--- src/sv/fbr_pkg.sv ---
// Package for the frame receiver: constants, codes and word types.
`timescale 1ns / 1ps

package fbr_pkg;

    // Frame store geometry
    localparam int STORE_DEPTH   = 64;
    localparam int STORE_AW      = $clog2(STORE_DEPTH);
    localparam int IDX_W         = 6;
    localparam int CHANNEL_BYTES = 22;
    localparam int CNT_W         = $clog2(CHANNEL_BYTES);
    localparam int CHAN_BASE     = 2;

    // Command queue between parser and emitter
    localparam int QUEUE_DEPTH = 4;
    localparam int QUEUE_AW    = $clog2(QUEUE_DEPTH);

    // Length codes and the frame lengths they stand for
    localparam logic [7:0] LEN_CODE_8CH  = 8'h0D;
    localparam logic [7:0] LEN_CODE_16CH = 8'h18;
    localparam logic [7:0] LEN_CODE_24CH = 8'h23;
    localparam logic [7:0] LEN_CODE_POLL = 8'h08;

    localparam logic [IDX_W-1:0] FRAME_LEN_8CH  = 6'd16;
    localparam logic [IDX_W-1:0] FRAME_LEN_16CH = 6'd27;
    localparam logic [IDX_W-1:0] FRAME_LEN_24CH = 6'd38;
    localparam logic [IDX_W-1:0] FRAME_LEN_POLL = 6'd10;
    localparam logic [IDX_W-1:0] MIN_FRAME_LEN  = 6'd2;
    localparam logic [IDX_W-1:0] MAX_FRAME_LEN  = FRAME_LEN_24CH;

    localparam logic [4:0] CHANS_8  = 5'd8;
    localparam logic [4:0] CHANS_16 = 5'd16;
    localparam logic [4:0] CHANS_24 = 5'd24;

    localparam logic [7:0] TYPE_BYTE = 8'hFF;
    localparam logic [7:0] SUM_OK    = 8'hFF;
    localparam logic [7:0] POLL_PRIM = 8'h10;

    localparam logic [IDX_W-1:0] IDX_TYPE    = 6'd1;
    localparam logic [IDX_W-1:0] IDX_DEV_ID  = 6'd1;
    localparam logic [IDX_W-1:0] IDX_PRIM    = 6'd2;
    localparam logic [IDX_W-1:0] IDX_FLAGS   = 6'd24;
    localparam int               FLAG_MISSING = 2;
    localparam int               FLAG_FSAFE   = 3;

    // Result kinds
    localparam logic [2:0] KIND_CHAN       = 3'd0;
    localparam logic [2:0] KIND_POLL_US    = 3'd1;
    localparam logic [2:0] KIND_DOWN_OTHER = 3'd2;
    localparam logic [2:0] KIND_BAD_LEN    = 3'd3;
    localparam logic [2:0] KIND_BAD_TYPE   = 3'd4;
    localparam logic [2:0] KIND_BAD_SUM    = 3'd5;
    localparam logic [2:0] KIND_BAD_CHANS  = 3'd6;

    // Emitter actions carried by a command
    localparam logic [1:0] ACT_NONE    = 2'd0;
    localparam logic [1:0] ACT_SINGLE  = 2'd1;
    localparam logic [1:0] ACT_READOUT = 2'd2;

    typedef struct packed {
        logic [7:0] rx_byte;
        logic       gap_before;
    } t_in_word;

    typedef struct packed {
        logic [2:0] kind;
        logic [7:0] channel_byte;
        logic       signal_missing;
        logic       failsafe;
        logic       last;
    } t_out_word;

    // One command per accepted byte: optional store write plus an action
    typedef struct packed {
        logic             wr_en;
        logic [IDX_W-1:0] wr_addr;
        logic [7:0]       wr_data;
        logic [1:0]       act;
        logic [2:0]       kind;
        logic             missing;
        logic             failsafe;
    } t_cmd;

endpackage

--- src/sv/fbr_front.sv ---
// Parser front end: tracks frame position and checksum, issues emitter commands.
`timescale 1ns / 1ps

module fbr_front (
    input  logic              i_clk,
    input  logic              i_rst_n,
    input  logic              i_in_valid,
    output logic              o_in_ready,
    input  fbr_pkg::t_in_word i_in_word,
    input  logic [7:0]        i_device_id,
    input  logic              i_queue_full,
    output logic              o_push,
    output fbr_pkg::t_cmd     o_cmd
);

    logic [fbr_pkg::IDX_W-1:0] r_byte_index, n_byte_index;
    logic [fbr_pkg::IDX_W-1:0] r_exp_len, n_exp_len;
    logic                      r_is_dl, n_is_dl;
    logic [4:0]                r_chan_cnt, n_chan_cnt;
    logic [7:0]                r_sum, n_sum;
    // captured store bytes needed at frame end
    logic [7:0]                r_dev_byte;
    logic                      r_prim_ok;
    logic [1:0]                r_flags;

    logic                      accept;
    logic [fbr_pkg::IDX_W-1:0] idx;
    logic [fbr_pkg::IDX_W-1:0] idx_inc;
    logic [8:0]                sum_wide;
    logic [7:0]                sum_fold;
    logic [7:0]                rx;
    fbr_pkg::t_cmd             cmd;

    assign o_in_ready = !i_queue_full;
    assign accept     = i_in_valid && o_in_ready;
    assign o_push     = accept;
    assign o_cmd      = cmd;
    assign rx         = i_in_word.rx_byte;

    // end-around carry sum
    assign sum_wide = {1'b0, r_sum} + {1'b0, rx};
    assign sum_fold = sum_wide[7:0] + {7'd0, sum_wide[8]};

    assign idx     = i_in_word.gap_before ? '0 : r_byte_index;
    assign idx_inc = idx + 6'd1;

    // Next state and command for the byte on the input
    always_comb begin
        n_byte_index = idx;
        n_exp_len    = r_exp_len;
        n_is_dl      = r_is_dl;
        n_chan_cnt   = r_chan_cnt;
        n_sum        = r_sum;
        cmd          = '0;
        cmd.wr_addr  = idx;
        cmd.wr_data  = rx;
        cmd.act      = fbr_pkg::ACT_NONE;

        priority if (idx == '0) begin
            cmd.wr_en    = 1'b1;
            n_sum        = '0;
            n_byte_index = idx_inc;
            unique case (rx)
                fbr_pkg::LEN_CODE_8CH: begin
                    n_exp_len  = fbr_pkg::FRAME_LEN_8CH;
                    n_chan_cnt = fbr_pkg::CHANS_8;
                    n_is_dl    = 1'b0;
                end
                fbr_pkg::LEN_CODE_16CH: begin
                    n_exp_len  = fbr_pkg::FRAME_LEN_16CH;
                    n_chan_cnt = fbr_pkg::CHANS_16;
                    n_is_dl    = 1'b0;
                end
                fbr_pkg::LEN_CODE_24CH: begin
                    n_exp_len  = fbr_pkg::FRAME_LEN_24CH;
                    n_chan_cnt = fbr_pkg::CHANS_24;
                    n_is_dl    = 1'b0;
                end
                fbr_pkg::LEN_CODE_POLL: begin
                    n_exp_len = fbr_pkg::FRAME_LEN_POLL;
                    n_is_dl   = 1'b1;
                end
                default: begin
                    // unknown length code: drop byte, keep waiting
                    cmd.wr_en    = 1'b0;
                    cmd.act      = fbr_pkg::ACT_SINGLE;
                    cmd.kind     = fbr_pkg::KIND_BAD_LEN;
                    n_sum        = r_sum;
                    n_byte_index = '0;
                end
            endcase
        end else if (idx == fbr_pkg::IDX_TYPE && !r_is_dl && rx != fbr_pkg::TYPE_BYTE) begin
            cmd.act      = fbr_pkg::ACT_SINGLE;
            cmd.kind     = fbr_pkg::KIND_BAD_TYPE;
            n_byte_index = '0;
        end else begin
            cmd.wr_en    = 1'b1;
            n_sum        = sum_fold;
            n_byte_index = idx_inc;
            // frame end check
            if (n_exp_len > fbr_pkg::MIN_FRAME_LEN && idx_inc == n_exp_len) begin
                n_byte_index = '0;
                cmd.act      = fbr_pkg::ACT_SINGLE;
                priority if (sum_fold != fbr_pkg::SUM_OK) begin
                    cmd.kind = fbr_pkg::KIND_BAD_SUM;
                end else if (r_is_dl) begin
                    cmd.kind = (r_dev_byte == i_device_id && r_prim_ok)
                             ? fbr_pkg::KIND_POLL_US : fbr_pkg::KIND_DOWN_OTHER;
                end else if (r_chan_cnt != fbr_pkg::CHANS_16) begin
                    cmd.kind = fbr_pkg::KIND_BAD_CHANS;
                end else begin
                    cmd.act      = fbr_pkg::ACT_READOUT;
                    cmd.kind     = fbr_pkg::KIND_CHAN;
                    cmd.missing  = r_flags[0];
                    cmd.failsafe = r_flags[1];
                end
            end
        end

        // writes beyond the store are dropped
        if (32'(idx) >= fbr_pkg::STORE_DEPTH) begin
            cmd.wr_en = 1'b0;
        end
    end

    // Parser state
    always_ff @(posedge i_clk) begin
        if (!i_rst_n) begin
            r_byte_index <= '0;
            r_exp_len    <= '0;
            r_is_dl      <= 1'b0;
            r_chan_cnt   <= '0;
            r_sum        <= '0;
        end else if (accept) begin
            r_byte_index <= n_byte_index;
            r_exp_len    <= n_exp_len;
            r_is_dl      <= n_is_dl;
            r_chan_cnt   <= n_chan_cnt;
            r_sum        <= n_sum;
        end
    end

    // Shadow copies of the store bytes checked at frame end
    always_ff @(posedge i_clk) begin
        if (accept && cmd.wr_en) begin
            if (idx == fbr_pkg::IDX_DEV_ID) begin
                r_dev_byte <= rx;
            end
            if (idx == fbr_pkg::IDX_PRIM) begin
                r_prim_ok <= (rx == fbr_pkg::POLL_PRIM);
            end
            if (idx == fbr_pkg::IDX_FLAGS) begin
                r_flags <= {rx[fbr_pkg::FLAG_FSAFE], rx[fbr_pkg::FLAG_MISSING]};
            end
        end
    end

    // Position never runs past the longest frame
    a_index_range: assert property (@(posedge i_clk) disable iff (!i_rst_n)
        r_byte_index < fbr_pkg::MAX_FRAME_LEN)
        else $error("byte index past longest frame");

endmodule

--- src/sv/fbr_queue.sv ---
// Small command FIFO between the parser and the emitter.
`timescale 1ns / 1ps

module fbr_queue (
    input  logic          i_clk,
    input  logic          i_rst_n,
    input  logic          i_push,
    input  fbr_pkg::t_cmd i_cmd,
    output logic          o_full,
    input  logic          i_pop,
    output logic          o_valid,
    output fbr_pkg::t_cmd o_cmd
);

    fbr_pkg::t_cmd r_slot [fbr_pkg::QUEUE_DEPTH];
    logic [fbr_pkg::QUEUE_AW-1:0] r_wr_ptr;
    logic [fbr_pkg::QUEUE_AW-1:0] r_rd_ptr;
    logic [fbr_pkg::QUEUE_AW:0]   r_count;

    assign o_full  = (r_count == (fbr_pkg::QUEUE_AW+1)'(fbr_pkg::QUEUE_DEPTH));
    assign o_valid = (r_count != '0);
    assign o_cmd   = r_slot[r_rd_ptr];

    // Pointers and fill level
    always_ff @(posedge i_clk) begin
        if (!i_rst_n) begin
            r_wr_ptr <= '0;
            r_rd_ptr <= '0;
            r_count  <= '0;
        end else begin
            if (i_push) begin
                r_wr_ptr <= r_wr_ptr + fbr_pkg::QUEUE_AW'(1);
            end
            if (i_pop) begin
                r_rd_ptr <= r_rd_ptr + fbr_pkg::QUEUE_AW'(1);
            end
            unique case ({i_push, i_pop})
                2'b10:   r_count <= r_count + (fbr_pkg::QUEUE_AW+1)'(1);
                2'b01:   r_count <= r_count - (fbr_pkg::QUEUE_AW+1)'(1);
                default: r_count <= r_count;
            endcase
        end
    end

    // Entry storage
    always_ff @(posedge i_clk) begin
        if (i_push) begin
            r_slot[r_wr_ptr] <= i_cmd;
        end
    end

endmodule

--- src/sv/fbr_back.sv ---
// Emitter back end: owns the frame store and drives result words.
`timescale 1ns / 1ps

module fbr_back (
    input  logic               i_clk,
    input  logic               i_rst_n,
    input  logic               i_cmd_valid,
    input  fbr_pkg::t_cmd      i_cmd,
    output logic               o_cmd_pop,
    output logic               o_out_valid,
    input  logic               i_out_ready,
    output fbr_pkg::t_out_word o_out_word
);

    localparam logic [1:0] ST_IDLE = 2'd0;
    localparam logic [1:0] ST_READ = 2'd1;
    localparam logic [1:0] ST_SEND = 2'd2;

    logic [7:0]                   r_mem [fbr_pkg::STORE_DEPTH];
    logic [7:0]                   r_rd_data;
    logic [fbr_pkg::STORE_AW-1:0] rd_addr;

    logic [1:0]                r_state, n_state;
    logic [fbr_pkg::CNT_W-1:0] r_k, n_k;
    logic                      r_missing;
    logic                      r_failsafe;
    logic                      r_out_valid;
    fbr_pkg::t_out_word        r_out_word, n_out_word;
    logic                      out_free;
    logic                      out_load;
    logic                      k_last;

    assign out_free = !r_out_valid || i_out_ready;
    assign k_last   = (r_k == fbr_pkg::CNT_W'(fbr_pkg::CHANNEL_BYTES - 1));
    assign rd_addr  = fbr_pkg::STORE_AW'(fbr_pkg::CHAN_BASE) + fbr_pkg::STORE_AW'(r_k);

    assign o_out_valid = r_out_valid;
    assign o_out_word  = r_out_word;

    // Pop when idle; a command with a single result word waits for the output slot
    assign o_cmd_pop = i_cmd_valid && (r_state == ST_IDLE)
                    && (i_cmd.act != fbr_pkg::ACT_SINGLE || out_free);

    // Frame store: written in command order, read data registered
    always_ff @(posedge i_clk) begin
        if (o_cmd_pop && i_cmd.wr_en) begin
            r_mem[fbr_pkg::STORE_AW'(i_cmd.wr_addr)] <= i_cmd.wr_data;
        end
        r_rd_data <= r_mem[rd_addr];
    end

    // Readout sequencer
    always_comb begin
        n_state    = r_state;
        n_k        = r_k;
        out_load   = 1'b0;
        n_out_word = '0;
        unique case (r_state)
            ST_IDLE: begin
                if (o_cmd_pop) begin
                    if (i_cmd.act == fbr_pkg::ACT_SINGLE) begin
                        out_load        = 1'b1;
                        n_out_word.kind = i_cmd.kind;
                        n_out_word.last = 1'b1;
                    end else if (i_cmd.act == fbr_pkg::ACT_READOUT) begin
                        n_state = ST_READ;
                        n_k     = '0;
                    end
                end
            end
            ST_READ: begin
                n_state = ST_SEND;
            end
            ST_SEND: begin
                if (out_free) begin
                    out_load                  = 1'b1;
                    n_out_word.kind           = fbr_pkg::KIND_CHAN;
                    n_out_word.channel_byte   = r_rd_data;
                    n_out_word.signal_missing = r_missing;
                    n_out_word.failsafe       = r_failsafe;
                    n_out_word.last           = k_last;
                    n_k                       = r_k + fbr_pkg::CNT_W'(1);
                    n_state                   = k_last ? ST_IDLE : ST_READ;
                    if (k_last) begin
                        n_k = '0;
                    end
                end
            end
            default: begin
                n_state = ST_IDLE;
            end
        endcase
    end

    // Control registers
    always_ff @(posedge i_clk) begin
        if (!i_rst_n) begin
            r_state     <= ST_IDLE;
            r_k         <= '0;
            r_out_valid <= 1'b0;
        end else begin
            r_state <= n_state;
            r_k     <= n_k;
            if (out_load) begin
                r_out_valid <= 1'b1;
            end else if (i_out_ready) begin
                r_out_valid <= 1'b0;
            end
        end
    end

    // Output word and readout flags
    always_ff @(posedge i_clk) begin
        if (out_load) begin
            r_out_word <= n_out_word;
        end
        if (o_cmd_pop && i_cmd.act == fbr_pkg::ACT_READOUT) begin
            r_missing  <= i_cmd.missing;
            r_failsafe <= i_cmd.failsafe;
        end
    end

    a_k_range: assert property (@(posedge i_clk) disable iff (!i_rst_n)
        r_k <= fbr_pkg::CNT_W'(fbr_pkg::CHANNEL_BYTES - 1))
        else $error("readout counter out of range");

    a_only_chan_continues: assert property (@(posedge i_clk) disable iff (!i_rst_n)
        (r_out_valid && !r_out_word.last) |-> (r_out_word.kind == fbr_pkg::KIND_CHAN))
        else $error("non-final word that is not a channel byte");

    a_out_hold: assert property (@(posedge i_clk) disable iff (!i_rst_n)
        (r_out_valid && !i_out_ready) |=> (r_out_valid && $stable(r_out_word)))
        else $error("stalled result word changed");

endmodule

--- src/sv/fbus_frame_receiver.sv ---
// Top level of the bus frame receiver: device id register and front/queue/back.
//
// Input channel (i_in_valid / o_in_ready / i_in_word) takes one received word per
// cycle: the byte and a flag that marks a line gap before it. A gap restarts the
// frame. Each word enters a 4-entry command queue, so the input stalls only when
// that queue is full.
// Output channel (o_out_valid / i_out_ready / o_out_word) gives result words. An
// error, a poll or a rejected frame gives one word with last set, after its
// command passes the queue and the output register. A good 16-channel frame gives
// 22 channel words; for each word the emitter reads the store, then loads the
// output register. Mid-frame bytes occupy the emitter only for the store write.
// Config channel (i_cfg_valid / o_cfg_ready / i_cfg_data) writes the device id;
// it is always ready.
// Reset clears parser position, checksum, queue and output valid; the device id
// returns to 0. The frame store needs no clearing pass.
// When the receiver holds i_out_ready low, the output word holds, the emitter
// stops at its next result word, and the queue fills until the input stalls.
`timescale 1ns / 1ps

module fbus_frame_receiver (
    input  logic               i_clk,
    input  logic               i_rst_n,
    input  logic               i_in_valid,
    output logic               o_in_ready,
    input  fbr_pkg::t_in_word  i_in_word,
    output logic               o_out_valid,
    input  logic               i_out_ready,
    output fbr_pkg::t_out_word o_out_word,
    input  logic               i_cfg_valid,
    output logic               o_cfg_ready,
    input  logic [7:0]         i_cfg_data
);

    logic [7:0]    r_device_id;
    logic          push;
    logic          queue_full;
    logic          pop;
    logic          cmd_valid;
    fbr_pkg::t_cmd front_cmd;
    fbr_pkg::t_cmd back_cmd;

    assign o_cfg_ready = 1'b1;

    // Device id register
    always_ff @(posedge i_clk) begin
        if (!i_rst_n) begin
            r_device_id <= '0;
        end else if (i_cfg_valid && o_cfg_ready) begin
            r_device_id <= i_cfg_data;
        end
    end

    fbr_front u_front (
        .i_clk        (i_clk),
        .i_rst_n      (i_rst_n),
        .i_in_valid   (i_in_valid),
        .o_in_ready   (o_in_ready),
        .i_in_word    (i_in_word),
        .i_device_id  (r_device_id),
        .i_queue_full (queue_full),
        .o_push       (push),
        .o_cmd        (front_cmd)
    );

    fbr_queue u_queue (
        .i_clk   (i_clk),
        .i_rst_n (i_rst_n),
        .i_push  (push),
        .i_cmd   (front_cmd),
        .o_full  (queue_full),
        .i_pop   (pop),
        .o_valid (cmd_valid),
        .o_cmd   (back_cmd)
    );

    fbr_back u_back (
        .i_clk       (i_clk),
        .i_rst_n     (i_rst_n),
        .i_cmd_valid (cmd_valid),
        .i_cmd       (back_cmd),
        .o_cmd_pop   (pop),
        .o_out_valid (o_out_valid),
        .i_out_ready (i_out_ready),
        .o_out_word  (o_out_word)
    );

endmodule
--- config.mk ---
export PLATFORM = sky130hd
export DESIGN_NAME = fbus_frame_receiver
export DESIGN_NICKNAME = d
export VERILOG_FILES = /design/src/sv/fbr_pkg.sv /design/src/sv/fbr_front.sv /design/src/sv/fbr_queue.sv /design/src/sv/fbr_back.sv /design/src/sv/fbus_frame_receiver.sv
export SDC_FILE = /design/constraint.sdc
export NUM_CORES = 1
export LEC_CHECK = 0
export BUFFER_PORTS_ARGS = -buffer_cell sky130_fd_sc_hd__buf_2
export CELL_PAD_IN_SITES_DETAIL_PLACEMENT = 0
export CELL_PAD_IN_SITES_GLOBAL_PLACEMENT = 1
export CORE_ASPECT_RATIO = 1.75
export CORE_MARGIN = 2
export CORE_UTILIZATION = 54
export DETAILED_ROUTE_END_ITERATION = 12
export PLACE_DENSITY = 0.79
export SYNTH_ARGS = -nofsm -noshare
export SYNTH_HDL_FRONTEND = slang
export SYNTH_HIERARCHICAL = 1
export SYNTH_SLANG_ARGS = --single-unit
--- constraint.sdc ---
create_clock -name i_clk -period 4.5 [get_ports i_clk]
set_input_delay 0.45 -clock i_clk [delete_from_list [all_inputs] [get_ports i_clk]]
set_output_delay 0.45 -clock i_clk [all_outputs]
set_load 0.005 [all_outputs]
==> results.md, run 1 <==
* Worst r2r src: u_front/r_sum[0]$_SDFFE_PN0P_
* Total Power at 0.0139 W
* TritonRoute pass-1 iters at 5
* CTS Buf Count at 52
* Total Routing Usage GR at 23.6%
* Skew-Pair Late Insertion Delay at 0.60 ns
* Vias at 13500
* Remaining Overflow, GRT at 0
* Worst hold margin at 0.114 ns
* Area contributors post-synth: edfxtp_1 66%, mux4_2 8.0%, dfxtp_1 4.3%, mux2i_1 3.2%, nor2_1 1.5%
* Post-Synth Simple-Gate Area at 6.74%
* Starting Density at 54.5%
* Port bufs at 37
* CP Depth at 15
* Worst-Margin Slew at 1.23 ns
* RR Endpoint: u_queue/r_slot[1][1]$_DFFE_PP_
* Leading cell types in the layout, fill and taps excluded: 563 x edfxtp_1, 102 x nor2_1, 90 x mux4_2
* H-tree depth at 2
* Crit start category: register
* Final period util at 93.3%
* Crit-path most repeated cell: ha_1
* Initial antenna violation count at 0
* Crit path time final at 4.20 ns
* P&R area growth vs syn at 10.3%
* FF-to-FF path depth at 15
* First-pass GRT wire length at 85900 µm
* Post-synthesis sequential area ratio at 70.6%
* Die ar. at 49000 µm²
* Routability cong. at 0.886
* Adder-Cell Fraction of Synth Area at 1.24%
* Synth top area share at 66.3%
* Worst Path Buf+Inv at 0
* Pwr per Cell Area at 493 nW/µm²
* Crit path cell chain: ha_1, fa_1, a211oi_4, o21bai_1, a21oi_1, nor2b_1, o21ai_0, nand2b_1, ha_1, ha_1, nor3_1, o211ai_1, a311oi_2, o2111ai_4, nor3_1
* LEAKAGE at 8.90 nW
* Largest family of logic cells by synthesized area: multiplexers
* Worst Setup SP: u_front/r_sum[0]$_SDFFE_PN0P_
* Clock buffer depth at 3
* Critical path endpoint category: register
* EDFF count, synth at 563
* Max-cap violations at 0
* Die Y-Extent at 291 µm
* Mapped cell area at 25500 µm²
* Core box area at 46800 µm²
* Max Freq at 238 MHz
* VDD IR max at 0.530 mV
* Outcome: finished clean
* Tightest Hold Check Type: primary input to register
* Die X-Extent at 168 µm
* Syn_nets at 1529
* Max Fanout on Critical Path at 6
* Mean Syn Cell Area at 17.2 µm²
* Post-synthesis mux area share at 12.7%
* Drt wl/cell at 26.1 µm
* Worst reg2reg setup slack at 0.30 ns
* Data required, critical path at 4.85 ns
* Synth cell types at 78
* Critical Path AT at 4.55 ns
* Warning count from the yosys run at 6
* Skew final at 0.0192 ns
* # IOs at 39
* Number of global-route vias before repair at 14100
* Core Rows at 105
* Top Family by Delay on Critical Path: compound AO/OA/AOI/OAI gates
* Share of cells above drive strength 1 at 18.5%
* Slowest stage delay, CP at 0.45 ns
* Most common cell after layout, fill and taps aside: edfxtp_1
* Via-per-instance ratio at 6.19
* FFs w/ async S/R, synth at 0%
* DRT antenna net count at 0
* Final Slew Violations at 0
* Yosys reg bits at 618
* TritonCTS clock tree: yes
* Clock slew at reported path FFs at 0.06 ns
* # DRC at 0
* Synth area leader: edfxtp_1
* Antenna diode count at 0
* CP Capture Point: u_queue/r_slot[1][1]$_DFFE_PP_
* Top FF cell, synth: edfxtp_1
* Crit-path slowest cell: fa_1
* CTS sink cnt at 618
* Crit Path Class: register to register
* Post-Synth XOR/XNOR Area at 1.31%
* Detailed Route WL at 56800 µm
* Pin count of the biggest net entering global routing at 126
* Initial drt markers at 953
* Synth Area in Compound Gates at 5.19%
* HPWL after DPL at 37600 µm
* RSZ-0062 raised after global routing: no
* Setup Buffers After CTS at 0
* Final hold vios at 0
* Final Setup Violations at 0
* Cells after synthesis at 1483
* Layout Nets at 1592
* CTS root buffer: clkbuf_16
* Slew margin rel. at 17.8%
[registers in the layout, indices dropped and copies added, names as in the netlist, named ones only]
| name | flops |
|---|---|
| u_back/r_mem | 448 |
| u_queue/r_slot | 88 |
| u_back/o_out_word | 14 |
| r_device_id | 8 |
| u_back/r_rd_data | 8 |
| u_front/r_dev_byte | 8 |
| u_front/r_sum | 8 |
| u_front/r_byte_index | 6 |
| u_back/r_k | 5 |
| u_front/r_exp_len | 5 |
| u_queue/r_count | 3 |
| u_back/r_state | 2 |
| u_front/r_chan_cnt | 2 |
| u_front/r_flags | 2 |
| u_queue/r_rd_ptr | 2 |
| u_queue/r_wr_ptr | 2 |
| u_back/o_out_valid | 1 |
| u_back/r_failsafe | 1 |
| u_back/r_missing | 1 |
| u_front/r_is_dl | 1 |
| u_front/r_prim_ok | 1 |
[per-stage QoR]
step	util (%)	area (µm²)	setup TNS, ns	cells	setup slack (ns)
after floorplan	-	25500	0	1483	0.672
after global placement	56.3	26300	0	2080	0.150
after detailed placement	56.3	26300	-0.330	2080	-0.0826
after CTS	60.1	28100	0	2177	0.181
after global routing	60.1	28100	0	2177	0.00278
final	60.1	28100	0	2177	0.304
[kinds of logic (layout without fill, tap and decap cells)]
group	after synthesis	after routing
AND/OR/NAND/NOR	342	342
other	1	1
AO/OA/AOI/OAI	174	174
multiplexers	190	190
flip-flops	618	618
adder cells (fa/ha/maj)	24	24
buffers and inverters	98	204
XOR/XNOR	36	36
[power breakdown]
group          internal (W)  switching (W)
Combinational      0.000607        0.00145
Sequential          0.00713      0.0000903
Clock               0.00258        0.00202
[how the worst min path moves through the flow]
stage	from	endpoint	cells past startpoint
after floorplan	u_front/r_chan_cnt[3]$_SDFFE_PN0P_	u_front/r_chan_cnt[3]$_SDFFE_PN0P_	2
after global placement	u_front/r_sum[0]$_SDFFE_PN0P_	u_front/r_sum[0]$_SDFFE_PN0P_	2
after detailed placement	u_front/r_chan_cnt[3]$_SDFFE_PN0P_	u_front/r_chan_cnt[3]$_SDFFE_PN0P_	2
after CTS	i_cfg_data[5]	r_device_id[5]$_SDFFE_PN0P_	3
after global routing	i_cfg_data[6]	r_device_id[6]$_SDFFE_PN0P_	3
final	i_cfg_data[5]	r_device_id[5]$_SDFFE_PN0P_	3
[cell type report]
| class | instances | area [µm²] |
|---|---|---|
| timing repair buffer | 83 | 568 |
| clock inverter | 29 | 294 |
| sequential | 618 | 18000 |
| tap | 588 | 736 |
| multi-input combinational | 767 | 6970 |
| clock buffer | 68 | 1450 |
| fill | 3452 | 18600 |
| inverter | 24 | 90.1 |
[layer usage]
layer / share of wire (%) / vias to the layer above / global-route usage [%]
met4: 5.8 / 0 / 12.8
met3: 3.7 / 151 / 2.81
met2: 56 / 401 / 45.3
met1: 34 / 6911 / 24.7
met5: 0 / - / 0
li1: - / 6005 / -
[worst min-delay path, delay by kind of cell]
kind	cells	cell delay [ns]
and+or+nand+nor	1	0.09
muxes	1	0.05
buffers and inverters	1	0.07
[cell usage after synthesis (10+ instances only)]
master and instances:
nand3_1 57, xor2_1 10, nand4_1 11, a21oi_1 23, mux4_1 12, edfxtp_1 563
nor3_1 10, mux4_2 90, nor2b_1 40, buf_4 19, a2111oi_0 14, o21ai_0 23
xnor2_1 25, clkbuf_1 14, a22oi_1 13, and2_1 23, dfxtp_1 55, nor2_1 102
nand2b_1 10, mux2i_1 81, buf_2 29, ha_1 22, inv_1 24, a31oi_1 18
nand2_1 47
[repair_timing]
item | in CTS | in global routing
hold buffers | 0 | 0
resized for setup | 0 | 3
endpoints found under the setup margin | 0 | 12
endpoints found under the hold margin | 0 | 0
Note: power is estimated with default switching activity, not from simulation.
==> run 2: changes to the inputs <==
CORE_MARGIN = not set   (was 2)
==> run 2 against run 1 <==
  * The run now ends with design-rule violations left
  * Global-route usage is 0.23 points higher
  * Sequential share of layout area is 0.17 points higher
  * Utilization is 0.16 points lower
  * Sequential power hardly changed
  * Combinational power hardly changed
  * Critical path depth is 1 higher
  * Power hardly changed
  * Final cell count stayed put
  * Largest power group unchanged
  * Highest routed layer unchanged
==> results.md, run 2 (same netlist as run 1, synthesis figures left out) <==
* Core box area at 46800 µm² (unchanged)
* Post-Place Cells at 2083 (+0.14%)
* VDD IR max at 0.476 mV (-10%)
* Logic pwr share at 15.1% (+0.3 points)
* Most common cell after layout, fill and taps aside: edfxtp_1
* Leading cell types in the layout, fill and taps excluded: 563 x edfxtp_1, 102 x nor2_1, 90 x mux4_2
* Die X-Extent at 166 µm (-1.2%)
* Max Freq at 240 MHz (+0.61%)
* Final Setup Violations at 0 (unchanged)
* Layout fillers at 3468 (+0.46%)
* CTS root buffer: clkbuf_16
* RSZ-0062 raised after global routing: no
* Routability cong. at 0.963 (+8.7%)
* Antenna diode count at 0 (unchanged)
* Total Routing Usage GR at 23.9% (+0.23 points)
* Tightest Hold Check Type: primary input to register
* Outcome: finished, violations left
* Final Slew Violations at 0 (unchanged)
* P&R area growth vs syn at 10.0%
* Crit path time final at 4.17 ns (-0.0254 ns)
* Final hold vios at 0 (unchanged)
* Data required, critical path at 4.86 ns (about the same)
* Biggest register: u_back/r_mem
* Port bufs at 37 (unchanged)
* Count of non-filler cells in the finished layout at 2177 (unchanged)
* Psw at 0.00358 W (+0.55%)
* Int Power at 0.0103 W (-0.15%)
* Worst-Margin Slew at 1.20 ns (-0.0347 ns)
* Max-cap violations at 0 (unchanged)
* Die Y-Extent at 289 µm (-0.69%)
* Sw Share at 25.8% (+0.13 points)
* TritonCTS clock tree: yes
* Skew-Pair Late Insertion Delay at 0.59 ns (about the same)
* Layout Nets at 1594 (+0.13%)
* Pwr per Cell Area at 495 nW/µm² (+0.29%)
* Clock network fraction of total power at 32.9% (-0.2 points)
* Skew final at 0.0267 ns (+0.00749 ns)
* Clock buffer depth at 3 (unchanged)
* Detailed Route WL at 56400 µm (-0.68%)
* Fin Setup TNS at 0 ns (unchanged)
* Via-per-instance ratio at 6.12 (-1.1%)
* DRT antenna net count at 0 (unchanged)
* Clock slew at reported path FFs at 0.07 ns (about the same)
* Crit Path Class: register to register
* Max FFs per register at 448 (unchanged)
* Initial drt markers at 958 (+0.52%)
* Crit start category: register
* LEAKAGE at 8.85 nW (-0.54%)
* CTS sink cnt at 618 (unchanged)
* Vias at 13300 (-1.1%)
* Critical path endpoint category: register
* Final period util at 92.7% (-0.56 points)
* Number of global-route vias before repair at 13900 (-1.4%)
* Remaining Overflow, GRT at 0 (unchanged)
* Pin count of the biggest net entering global routing at 75 (-40%)
* # DRC at 2 (+2)
* First-pass GRT wire length at 84600 µm (-1.5%)
* Critical Path AT at 4.53 ns (-0.02 ns)
* Core Rows at 105 (unchanged)
* Flop pwr share at 52.0% (about the same)
* CTS Buf Count at 51 (-1.9%)
* Starting Density at 54.5% (unchanged)
* Share of cells above drive strength 1 at 18.6% (+0.063 points)
* Slew margin rel. at 20.1% (+2.3 points)
* H-tree depth at 2 (unchanged)
* Max Fanout on Critical Path at 6 (unchanged)
* Failing checks: design-rule violations
* Die ar. at 48100 µm² (-1.9%)
* TritonRoute pass-1 iters at 10 (+5)
* Drt wl/cell at 25.9 µm (-0.68%)
* Initial antenna violation count at 0 (unchanged)
* HPWL after DPL at 37800 µm (+0.36%)
* # IOs at 39 (unchanged)
==> run 2: final cells by class <==
cell class | count | area, µm² | area share [%]
Inverter | 24 | 90.1 | 0.321
Tap cell | 588 | 736 | 2.62
Sequential cell | 618 | 18000 | 64.2
Clock buffer | 64 | 1360 | 4.83
Timing Repair Buffer | 86 | 553 | 1.97
Clock inverter | 30 | 352 | 1.25
Multi-Input combinational cell | 767 | 6950 | 24.8
==> run 2: final timing paths <==
check / from / to / slack [ns] / cells after the start
hold / removal: i_cfg_data[3] / r_device_id[3]$_SDFFE_PN0P_ / 0.14 / 3
setup / recovery: u_front/r_sum[0]$_SDFFE_PN0P_ / u_queue/r_slot[3][3]$_DFFE_PP_ / 0.33 / 16
hold reg to reg: u_front/r_sum[0]$_SDFFE_PN0P_ / u_front/r_sum[0]$_SDFFE_PN0P_ / 0.48 / 2
setup reg to reg: u_front/r_sum[0]$_SDFFE_PN0P_ / u_queue/r_slot[3][3]$_DFFE_PP_ / 0.33 / 16
==> run 2: critical path, stage by stage, from the launching register on <==
cell	delay, ns
dfxtp_1	0.31
ha_1	0.20
fa_1	0.43
a211oi_2	0.33
o21bai_1	0.14
a21oi_1	0.23
nor2b_1	0.06
o21ai_0	0.15
nand2b_1	0.08
ha_1	0.22
ha_1	0.26
xnor2_1	0.24
and3_1	0.19
inv_1	0.05
a311oi_2	0.24
o2111ai_2	0.31
o41ai_4	0.50
==> run 2: what timing repair did <==
action | 4_1_cts | 5_1_grt
endpoints found under the setup margin | 0 | 4
gates resized for setup | 0 | 1
setup buffers | 0 | 0
hold buffers | 0 | 0
==> run 2: power groups by stage <==
stage	combinational, W	sequential (W)	clock (W)
final	0.00209	0.00722	0.00456
after global placement	0.00206	0.00734	0
after detailed placement	0.00213	0.00735	0
after CTS	0.00214	0.00723	0.00463
after global routing	0.00226	0.00725	0.00483
after floorplan	0.00133	0.00730	0
==> run 2: through the flow <==
step           instance area [µm²]  power, W  setup slack (ns)  hold WS [ns]  utilization [%]
4_1_cts                      28000    0.0140             0.278         0.111             59.9
2_1_floorplan                25500   0.00863             0.672         0.444                -
6_report                     28000    0.0139             0.329         0.135             60.0
3_5_place_dp                 26300   0.00948            0.0733         0.465             56.3
3_3_place_gp                 26300   0.00939             0.159         0.458             56.3
5_1_grt                      28000    0.0143            0.0469         0.123             60.0
==> run 2: layer usage <==
| layer | up-vias | GRT usage, % | part of all wire, % |
|---|---|---|---|
| met5 | - | 0 | 0 |
| met4 | 0 | 12.0 | 5.2 |
| met3 | 125 | 2.42 | 3.6 |
| met2 | 336 | 47.7 | 57 |
| met1 | 6862 | 24.5 | 34 |
| li1 | 5996 | - | - |
==> run 3: changes to the inputs <==
CORE_MARGIN = 10   (was not set)
clock period = 4.28 ns   (was 4.5 ns; I/O delays follow)
==> run 3 against run 2 <==
  * Routed wire length grew 0.38%
  * Combinational power grew 5%
  * Clock-buffer cell count grew 1
  * Setup slack lost 0.046 ns
  * Cell area grew 0.75%
  * The run now ends clean
  * Critical path depth grew 1
  * Non-clock buffer count grew 18
  * Power grew 5.6%
  * Global-route usage shrank 3.4 points
  * Maximum frequency grew 4.4%
  * Largest cell class unchanged
==> results.md, run 3 (same netlist as run 1, synthesis figures left out) <==
* CTS root buffer: clkbuf_16
* Data required, critical path at 4.63 ns (-0.23 ns)
* Leading cell types in the layout, fill and taps excluded: 563 x edfxtp_1, 102 x nor2_1, 90 x mux4_2
* Crit Path Class: register to register
* Number of global-route vias before repair at 14200 (+1.9%)
* Routability cong. at 0.883 (-8.3%)
* LEAKAGE at 9.01 nW (+1.7%)
* # IOs at 39 (unchanged)
* Crit path time final at 4.00 ns (-0.174 ns)
* DRT antenna net count at 0 (unchanged)
* Via-per-instance ratio at 6.14 (+0.35%)
* Crit start category: register
* Worst-Margin Slew at 1.27 ns (+0.0746 ns)
* Pwr per Cell Area at 518 nW/µm² (+4.8%)
* Remaining Overflow, GRT at 0 (unchanged)
* First-pass GRT wire length at 87000 µm (+2.8%)
* Die X-Extent at 184 µm (+11%)
* Starting Density at 54.5% (unchanged)
* Pin count of the biggest net entering global routing at 61 (-19%)
* # DRC at 0 (-2)
* Core Rows at 105 (unchanged)
* Vias at 13500 (+1.2%)
* Skew-Pair Late Insertion Delay at 0.59 ns (about the same)
* P&R area growth vs syn at 10.9%
* RSZ-0062 raised after global routing: no
* Final Setup Violations at 0 (unchanged)
* Max FFs per register at 448 (unchanged)
* TritonRoute pass-1 iters at 5 (-5)
* Critical Path AT at 4.35 ns (-0.18 ns)
* Most common cell after layout, fill and taps aside: edfxtp_1
* Max-cap violations at 0 (unchanged)
* Drt wl/cell at 25.8 µm (-0.49%)
* Final period util at 93.4% (+0.70 points)
* Total Power at 0.0146 W (+5.6%)
* Total Routing Usage GR at 20.4% (-3.4 points)
* Core box area at 46800 µm² (unchanged)
* Max Freq at 250 MHz (+4.4%)
* Max Fanout on Critical Path at 5 (-1)
* Layout fillers at 3471 (+0.087%)
* HPWL after DPL at 38100 µm (+0.89%)
* Outcome: finished clean
* Initial drt markers at 855 (-11%)
* Cts hold-fix bufs at 0 (unchanged)
* Fin Setup TNS at 0 ns (unchanged)
* Antenna diode count at 0 (unchanged)
* Post_cts resized at 0 (unchanged)
* Share of cells above drive strength 1 at 19.7% (+1.1 points)
* CTS Buf Count at 52 (+2.0%)
* Critical path endpoint category: register
* Initial antenna violation count at 0 (unchanged)
* CTS sink cnt at 618 (unchanged)
* Layout Nets at 1613 (+1.2%)
* Slew margin rel. at 14.8% (-5.3 points)
* Port bufs at 37 (unchanged)
* VDD IR max at 0.297 mV (-38%)
* Tightest Hold Check Type: primary input to register
* Clock buffer depth at 3 (unchanged)
* Die Y-Extent at 307 µm (+6.2%)
* Die ar. at 56600 µm² (+18%)
* Final hold vios at 0 (unchanged)
* TritonCTS clock tree: yes
* Detailed Route WL at 56600 µm (+0.38%)
* Final Slew Violations at 0 (unchanged)
* Biggest register: u_back/r_mem
* Skew final at 0.0262 ns (-0.000445 ns)
* Setup Buffers After CTS at 0 (unchanged)
* H-tree depth at 2 (unchanged)
* Clock slew at reported path FFs at 0.07 ns (about the same)
-- run 3: cell count changes in the layout (fill, tap and decap cells not counted), sizes merged --
cell / delta
buf: +18
bufinv: -1
clkbuf: +1
clkinv: +5
clkinvlp: -5
inv: +1
-- run 3: metrics by stage --
step	hold slack, ns	cell area [µm²]	utilization (%)	instances	setup WS [ns]
finish	0.0944	28300	60.4	2196	0.283
global route	0.0975	28300	60.4	2196	0.00265
CTS	0.0782	28300	60.4	2196	0.310
detailed placement	0.462	26500	56.6	2101	0.0682
global placement	0.459	26500	56.6	2101	0.178
floorplan	0.444	25500	-	1483	0.474
-- run 3: routing by layer --
metal  routed length (µm)  GRT usage (%)  part of all wire (%)  vias up
met3                 2010           2.26                   3.6      124
met1                19500           21.4                    34     6932
met5                    0              0                     0        -
met4                 2670           9.58                   4.7        0
li1                     -              -                     -     6044
met2                32400           39.3                    57      382
-- run 3: final timing paths --
path	from	end	slack, ns	depth (start not counted)
setup / recovery	u_front/r_sum[0]$_SDFFE_PN0P_	u_queue/r_slot[3][0]$_DFFE_PP_	0.28	17
hold / removal	i_cfg_data[3]	r_device_id[3]$_SDFFE_PN0P_	0.09	3
hold reg to reg	u_front/r_chan_cnt[3]$_SDFFE_PN0P_	u_front/r_chan_cnt[3]$_SDFFE_PN0P_	0.47	2
setup reg to reg	u_front/r_sum[0]$_SDFFE_PN0P_	u_queue/r_slot[3][0]$_DFFE_PP_	0.28	17
-- run 3: power breakdown --
group	switching [W]	internal [W]	leakage, nW
registers	0.000103	0.00749	5.51
clock network	0.00208	0.00276	0.880
logic	0.00154	0.000665	2.62
-- run 3: area by class of cell --
class | count | area, µm² | area share, %
Sequential cell | 618 | 18000 | 63.8
Multi-Input combinational cell | 767 | 6940 | 24.6
Clock buffer | 65 | 1440 | 5.10
Tap cell | 588 | 736 | 2.60
Timing Repair Buffer | 104 | 713 | 2.52
Clock inverter | 30 | 320 | 1.13
Inverter | 24 | 90.1 | 0.319
-- run 3: critical path, cell delays in order, from the launching register on --
cell       delay (ns)
dfxtp_1          0.32
ha_1             0.20
fa_1             0.43
a211oi_2         0.24
o21bai_1         0.11
a21oi_1          0.22
nor2b_1          0.06
o21ai_0          0.14
nand2b_1         0.11
ha_1             0.21
ha_1             0.24
xnor2_1          0.26
and3_1           0.20
inv_1            0.05
a311oi_2         0.24
o2111ai_2        0.18
buf_4            0.20
nor3_1           0.34
